$ cat src/hw/rtl/adv_pkg.sv
// shared constants, types and helper functions for the ascii date validator
package adv_pkg;

   localparam int unsigned POS_BITS   = 4;
   localparam int unsigned DATE_LEN   = 8;
   localparam int unsigned POS_SAT    = 9;
   localparam int unsigned YEAR_END   = 4;
   localparam int unsigned MONTH_END  = 6;
   localparam int unsigned YEAR_DIGS  = 4;
   localparam int unsigned FIELD_DIGS = 2;

   localparam logic [7:0] CHAR_ZERO = 8'h30;
   localparam logic [7:0] CHAR_NINE = 8'h39;

   typedef logic [3:0] digit_type;
   typedef logic [POS_BITS-1:0] pos_type;
   typedef digit_type [YEAR_DIGS-1:0] year_type;
   typedef digit_type [FIELD_DIGS-1:0] field_type;

   // two decimal digits to binary, 0..99
   function automatic logic [6:0] dec2(input digit_type hi, input digit_type lo);
      logic [6:0] h;
      h = {3'b000, hi};
      return (h << 3) + (h << 1) + {3'b000, lo};
   endfunction

   // two-digit number divisible by 4: (10*hi + lo) mod 4 == (2*hi + lo) mod 4
   function automatic logic div4(input digit_type hi, input digit_type lo);
      logic [1:0] s;
      s = {hi[0], 1'b0} + lo[1:0];
      return s == 2'b00;
   endfunction

   // gregorian leap year from four decimal digits, most significant first
   function automatic logic leap_year(input year_type y);
      logic low_zero;
      low_zero = (y[1] == 4'd0) && (y[0] == 4'd0);
      return (div4(y[1], y[0]) && !low_zero) || (low_zero && div4(y[3], y[2]));
   endfunction

   // days in a non-leap month, zero for codes that are not months
   function automatic logic [4:0] month_len(input logic [3:0] m);
      logic [4:0] len;
      case (m)
         4'd1:    len = 5'd31;
         4'd2:    len = 5'd28;
         4'd3:    len = 5'd31;
         4'd4:    len = 5'd30;
         4'd5:    len = 5'd31;
         4'd6:    len = 5'd30;
         4'd7:    len = 5'd31;
         4'd8:    len = 5'd31;
         4'd9:    len = 5'd30;
         4'd10:   len = 5'd31;
         4'd11:   len = 5'd30;
         4'd12:   len = 5'd31;
         default: len = 5'd0;
      endcase
      return len;
   endfunction

endpackage

$ cat src/hw/rtl/adv_req_if.sv
// character channel into the date validator
interface adv_req_if;
   logic       valid;
   logic       ready;
   logic [7:0] char_code;
   logic       is_last;

   modport source (output valid, output char_code, output is_last, input ready);
   modport sink   (input valid, input char_code, input is_last, output ready);
endinterface

$ cat src/hw/rtl/adv_rsp_if.sv
// result channel out of the date validator
interface adv_rsp_if;
   logic valid;
   logic ready;
   logic date_valid;

   modport source (output valid, output date_valid, input ready);
   modport sink   (input valid, input date_valid, output ready);
endinterface

$ cat src/hw/rtl/ascii_date_validator.sv
// ascii date validator top level: checks a YYYYMMDD character stream
//
// Takes one ASCII character per req transaction, with is_last marking the
// end of a string, and gives one rsp transaction per string carrying
// date_valid: set only when the string is exactly eight decimal digits that
// form a gregorian date (month 1..12, day within the month, leap february).
// A character is taken every cycle; the block keeps one character in an
// input register and one result in an output register, so the result of a
// string reaches rsp when its last character leaves the input register,
// and its rsp transaction can complete at the following edge when rsp is
// not stalled. The only thing that slows the character stream is a full
// output register: while a finished result waits, a last character of the
// next string stays in the input register, but ordinary characters still
// pass. req ready depends combinationally on rsp ready through that path.
// After each result the accumulated state returns to its reset value.
module ascii_date_validator (
   input logic clock,
   input logic reset,
   adv_req_if.sink   req_if,
   adv_rsp_if.source rsp_if
);
   import adv_pkg::*;

   // input register
   logic       s1_valid_ff, s1_valid_in;
   logic [7:0] s1_char_ff;
   logic       s1_last_ff;

   // string state
   pos_type   pos_ff, pos_in;
   year_type  year_ff, year_in;
   field_type month_ff, month_in;
   field_type day_ff, day_in;
   logic      bad_ff, bad_in;

   // result register
   logic rsp_valid_ff, rsp_valid_in;
   logic rsp_date_ff, rsp_date_in;

   logic      out_free;
   logic      s1_adv;
   logic      req_fire;
   logic      is_digit;
   digit_type dig;
   pos_type   pos_upd;
   year_type  year_upd;
   field_type month_upd;
   field_type day_upd;
   logic      bad_upd;
   logic [6:0] mval;
   logic [6:0] dval;
   logic [4:0] lim;
   logic       month_ok;
   logic       day_ok;
   logic       result;

   // handshake: input stage moves on unless it holds a last character and
   // the result register cannot take its result
   assign out_free      = !rsp_valid_ff || rsp_if.ready;
   assign s1_adv        = s1_valid_ff && (!s1_last_ff || out_free);
   assign req_if.ready  = !s1_valid_ff || s1_adv;
   assign req_fire      = req_if.valid && req_if.ready;

   assign rsp_if.valid      = rsp_valid_ff;
   assign rsp_if.date_valid = rsp_date_ff;

   // per-character update
   assign is_digit = (s1_char_ff >= CHAR_ZERO) && (s1_char_ff <= CHAR_NINE);
   assign dig      = s1_char_ff[3:0];

   always_comb begin
      year_upd  = year_ff;
      month_upd = month_ff;
      day_upd   = day_ff;
      if (is_digit) begin
         if (pos_ff < POS_BITS'(YEAR_END)) begin
            year_upd = {year_ff[YEAR_DIGS-2:0], dig};
         end else if (pos_ff < POS_BITS'(MONTH_END)) begin
            month_upd = {month_ff[FIELD_DIGS-2:0], dig};
         end else if (pos_ff < POS_BITS'(DATE_LEN)) begin
            day_upd = {day_ff[FIELD_DIGS-2:0], dig};
         end
      end
   end

   // position saturates one past the date length
   assign pos_upd = (pos_ff < POS_BITS'(POS_SAT)) ? pos_ff + pos_type'(1) : pos_ff;
   assign bad_upd = bad_ff || !is_digit;

   // date check on the updated fields
   assign mval     = dec2(month_upd[1], month_upd[0]);
   assign dval     = dec2(day_upd[1], day_upd[0]);
   assign month_ok = (mval >= 7'd1) && (mval <= 7'd12);

   always_comb begin
      lim = month_len(mval[3:0]);
      if (mval == 7'd2 && leap_year(year_upd)) begin
         lim = lim + 5'd1;
      end
   end

   assign day_ok = (dval >= 7'd1) && (dval <= {2'b00, lim});
   assign result = (pos_upd == POS_BITS'(DATE_LEN)) && !bad_upd && month_ok && day_ok;

   // next-state selection
   always_comb begin
      s1_valid_in  = s1_valid_ff;
      pos_in       = pos_ff;
      year_in      = year_ff;
      month_in     = month_ff;
      day_in       = day_ff;
      bad_in       = bad_ff;
      rsp_valid_in = rsp_valid_ff;
      rsp_date_in  = rsp_date_ff;

      if (req_fire) begin
         s1_valid_in = 1'b1;
      end else if (s1_adv) begin
         s1_valid_in = 1'b0;
      end

      if (rsp_if.ready) begin
         rsp_valid_in = 1'b0;
      end

      if (s1_adv) begin
         if (s1_last_ff) begin
            // end of string: report and start over
            pos_in       = '0;
            year_in      = '0;
            month_in     = '0;
            day_in       = '0;
            bad_in       = 1'b0;
            rsp_valid_in = 1'b1;
            rsp_date_in  = result;
         end else begin
            pos_in   = pos_upd;
            year_in  = year_upd;
            month_in = month_upd;
            day_in   = day_upd;
            bad_in   = bad_upd;
         end
      end
   end

   // control and string state
   always_ff @(posedge clock) begin
      if (reset) begin
         s1_valid_ff  <= 1'b0;
         pos_ff       <= '0;
         year_ff      <= '0;
         month_ff     <= '0;
         day_ff       <= '0;
         bad_ff       <= 1'b0;
         rsp_valid_ff <= 1'b0;
      end else begin
         s1_valid_ff  <= s1_valid_in;
         pos_ff       <= pos_in;
         year_ff      <= year_in;
         month_ff     <= month_in;
         day_ff       <= day_in;
         bad_ff       <= bad_in;
         rsp_valid_ff <= rsp_valid_in;
      end
   end

   // payload registers
   always_ff @(posedge clock) begin
      if (req_fire) begin
         s1_char_ff <= req_if.char_code;
         s1_last_ff <= req_if.is_last;
      end
      rsp_date_ff <= rsp_date_in;
   end

`ifndef NO_ASSERTIONS
   a_pos_sat: assert property (@(posedge clock) disable iff (reset)
      pos_ff <= POS_BITS'(POS_SAT))
      else $error("position counter beyond saturation");

   a_clear_after_last: assert property (@(posedge clock) disable iff (reset)
      (s1_adv && s1_last_ff) |=> (pos_ff == '0 && !bad_ff))
      else $error("string state not cleared after last character");

   a_rsp_source: assert property (@(posedge clock) disable iff (reset)
      $rose(rsp_valid_ff) |-> $past(s1_adv && s1_last_ff))
      else $error("result raised without a last character");

   a_month_order: assert property (@(posedge clock) disable iff (reset)
      (pos_ff < POS_BITS'(YEAR_END + 1)) |-> (month_ff == '0 && day_ff == '0))
      else $error("month or day digits taken before the year");
`endif

endmodule

$ cat src/flat_wrapper.sv
// flat-port wrapper written by rule: the top's interface ports become plain ports
module ascii_date_validator_flat import adv_pkg::*;
  (clock, reset, req_if_valid, req_if_char_code, req_if_is_last, req_if_ready, rsp_if_valid, rsp_if_date_valid, rsp_if_ready);
  adv_req_if req_if_i ();
  adv_rsp_if rsp_if_i ();
  input logic clock;
  input logic reset;
  input wire logic [$bits(req_if_i.valid)-1:0] req_if_valid;
  input wire logic [$bits(req_if_i.char_code)-1:0] req_if_char_code;
  input wire logic [$bits(req_if_i.is_last)-1:0] req_if_is_last;
  output wire logic [$bits(req_if_i.ready)-1:0] req_if_ready;
  output wire logic [$bits(rsp_if_i.valid)-1:0] rsp_if_valid;
  output wire logic [$bits(rsp_if_i.date_valid)-1:0] rsp_if_date_valid;
  input wire logic [$bits(rsp_if_i.ready)-1:0] rsp_if_ready;
  assign req_if_i.valid = req_if_valid;
  assign req_if_i.char_code = req_if_char_code;
  assign req_if_i.is_last = req_if_is_last;
  assign req_if_ready = req_if_i.ready;
  assign rsp_if_valid = rsp_if_i.valid;
  assign rsp_if_date_valid = rsp_if_i.date_valid;
  assign rsp_if_i.ready = rsp_if_ready;
  ascii_date_validator u_core (.clock(clock), .reset(reset), .req_if(req_if_i), .rsp_if(rsp_if_i));
endmodule
$ cat config.mk
export PLATFORM = sky130hd
export DESIGN_NAME = ascii_date_validator_flat
export DESIGN_NICKNAME = d
export VERILOG_FILES = /design/src/hw/rtl/adv_pkg.sv /design/src/hw/rtl/adv_req_if.sv /design/src/hw/rtl/adv_rsp_if.sv /design/src/hw/rtl/ascii_date_validator.sv /design/src/flat_wrapper.sv
export SDC_FILE = /design/constraint.sdc
export NUM_CORES = 1
export LEC_CHECK = 0
export ABC_AREA = 0
export BUFFER_PORTS_ARGS = -buffer_cell sky130_fd_sc_hd__buf_2
export CAP_MARGIN = 25
export CORE_MARGIN = 5
export CORE_UTILIZATION = 52
export DETAILED_ROUTE_END_ITERATION = 7
export HOLD_SLACK_MARGIN = 0.06
export PLACE_DENSITY = 0.79
export SLEW_MARGIN = 20
export SYNTH_ARGS = -nofsm -noshare
export SYNTH_HDL_FRONTEND = slang
export SYNTH_SLANG_ARGS = --single-unit
$ cat constraint.sdc
create_clock -name clock -period 4.6 [get_ports clock]
set_input_delay 0.46 -clock clock [delete_from_list [all_inputs] [get_ports clock]]
set_output_delay 0.46 -clock clock [all_outputs]
set_load 0.03 [all_outputs]
==> out/qor.yml <==
detailed_routing:
  drc: 0
  ant_nets: 0
  vias: 2145
  wirelength_um: 5937
  via_per_inst: 5.813
  first_pass_iters: 4
  avgRoutedWirePerCell_um: 16.09
  drtIter0Drc: 82
timing:
  fin_skew_ps: 9.168
  setup_ws_ps: 45.95
  relSlewSlack_pct: 39.43
  max_freq_ghz: 0.2196
  worst_slew_pin_slew_ps: 904.3
  whs_ps: 331.1
  setup_viol: 0
  slew_violations: 0
  rsz0062_at_grt: "true"
  finalCritPeriodShare_pct: 99.00
  setup_tns_ps: 0
  fin_crit_ps: 4554
  finalHoldViolCount: 0
power:
  report.power.total_w: 0.0006778
  leakagePower_nw: 1.315
  p_sw_w: 0.0001558
  comb_power_share_pct: 5.7
  cell_internal_pwr_w: 0.0005221
  irDropWorstVdd_mv: 0.2422
  p_seq_share_pct: 60.2
  p_sw_share_pct: 22.98
  p_per_area_nw_per_um2: 213.0
  clock_power_share_pct: 34.1
placed_design:
  dp.final_hpwl_um: 4011
  gp_congestion: 0.9190
  portBuffers: 15
  dp_slack_ps: 37.32
  dpl.cell_count: 353
critical_path:
  crit_family: "adder cells"
  start_kind: "flip-flop"
  cp_max_fo: 5
  endpoint_kind: "flip-flop"
  slowest_delay_ps: 630
  crit_buf_inv: 1
  crit_arrival_ps: 4670
  critPathKind: "reg2reg"
  crit_chain: "nand4bb_4 -> nor4b_4 -> buf_6 -> mux2_2 -> ha_4 -> ha_4 -> fa_2 -> nand2_2 -> a21oi_4 -> a21oi_2 -> ha_2 -> a41oi_2 -> ha_1 -> a21o_1 -> a21oi_2 -> o21ai_2 -> a2111oi_4"
  cp.required_ps: 4720
  critPathSlowestCell: "fa_2"
logic_synthesis:
  syn_area_um2: 2626
  yosysUniqueCellTypes: 49
  avgSynthCellArea_um2: 9.620
  ys_async_sr_fraction_pct: 0
  synthCells: 273
  synth_top_area_share_pct: 25.92
  synthTopCellsByArea: "dfxtp_1 26%, edfxtp_1 11%, ha_1 11%"
  synth-seq-cells: 44
  yosysMostFrequentCell: "nor2_1"
  syn_nets: 313
  yosys_warnings: 0
  synthFlopType: "dfxtp_1"
  synth_edf_count: 10
  yosys.area.top_type: "dfxtp_1"
  synthTopCellsByCount: "36 x nor2_1, 34 x dfxtp_1, 25 x a22oi_1, 23 x ha_1, 17 x inv_1"
  seq_area_frac_synth_pct: 37.35
worst_hold_path:
  hold_path_class: "in2reg"
clock_tree:
  clk_path_buf_depth: 2
  clock-sinks: 44
  path_clk_slew_ps: 80
  insertion_delay_ps: 300
  cts_max_level: 2
  cts_hold_buf: 0
  cts_root_buffer: "clkbuf_8"
  cts_tree: "yes"
  cts_made_buffers: 5
global_route:
  grt_pass1_vias: 2064
  track_usage_pct: 18.22
  antenna_found_initial: 0
  grt_pass1_wl_um: 9370
  grt_overflow: 0
  grt_max_degree: 35
layout:
  final_cells: 369
  drive_gt1_share_pct: 28.81
  multiInputGateArea_um2: 1749
  n_antenna_cell: 0
  seqCellArea_um2: 980.9
  areaGrowthSynthToFinish_pct: 21.15
  fill_cells: 400
  nets: 341
floorplanning:
  rows: 25
  die-width_um: 81.07
  die-area_um2: 6572
  io_pins: 16
  core_area_um2: 4817
  die_h_um: 81.07
  initial_core_util_pct: 54.52
run_status:
  outcome: "finished clean"
flow_run:
  cap_violations: 0
-- cell families after synthesis --
logic type	Yosys count	share of synthesized area, %
and+or+nand+nor	80	15.44
AOI/OAI and AO/OA	66	18.06
DFF	44	37.35
buffers and inverters	29	4.478
adders and majority gates	27	14.01
muxes	18	7.670
xor gates and xnor gates	9	3.001
-- power groups by stage --
stage	Clock (W)	Combinational, W	Sequential, W
after global placement	0	0.0000357	0.000416
after CTS	0.000238	0.0000372	0.000407
final	0.000231	0.0000385	0.000408
after floorplan	0	0.0000220	0.000416
after detailed placement	0	0.0000370	0.000416
after global routing	0.000259	0.0000425	0.000409
-- cell usage in the layout (no fill, tap or decap), types with 5 or more instances in the layout --
cell type / instances
a21oi_1: 10
a22oi_1: 25
buf_2: 16
buf_4: 14
clkbuf_8: 5
dfxtp_1: 34
edfxtp_1: 10
ha_1: 17
inv_1: 15
mux2_2: 9
nand2_1: 8
nand2b_1: 6
nor2_1: 35
nor3_1: 5
-- cell type report --
cell class | instances | share of cell area [%]
Inverter | 17 | 2.006
Multi-Input combinational cell | 200 | 54.97
Timing Repair Buffer | 33 | 6.882
Sequential cell | 44 | 30.83
Clock inverter | 2 | 0.3932
Tap cell | 67 | 2.635
Clock buffer | 6 | 2.281
-- registers in the layout (all words and copies together) (netlist names) --
signal and cells:
u_core.rsp_if.valid 1, u_core.bad_ff 1, u_core.pos_ff 4, u_core.s1_last_ff 1
u_core.s1_valid_ff 1, u_core.day_ff 8, u_core.year_ff 11, u_core.s1_char_ff 8
u_core.month_ff 8, u_core.rsp_if.date_valid 1
-- worst paths after layout --
check                                                 to  cells after the start  slack, ps                 start
worst max register to register  u_core.rsp_if.date_valid                     17         50  u_core.s1_char_ff[6]
worst min register to register          u_core.day_ff[6]                      2        520      u_core.day_ff[6]
worst min-delay path                u_core.s1_char_ff[3]                      1        330   req_if_char_code[3]
worst max-delay path            u_core.rsp_if.date_valid                     17         50  u_core.s1_char_ff[6]
-- routing by layer --
layer / share of wire, % / global-route usage, % / wire length [um]
met5: 0 / 0 / 0
met4: 1.7 / 5.236 / 99
met3: 2.7 / 3.437 / 162
met2: 51 / 29.72 / 3009
met1: 45 / 24.59 / 2667
-- metrics by stage --
step	cell area, um2	util, %
6_report	3182	66.05
5_1_grt	3182	66.05
4_1_cts	2889	59.97
3_5_place_dp	2804	58.21
3_3_place_gp	2791	57.95
2_1_floorplan	2626	-
-- repair_timing --
action	4_1_cts	5_1_grt
setup endpoints to repair	0	1
resized for setup	0	45
buffers inserted	0	7
No activity file was read; power rests on OpenSTA's default activity.
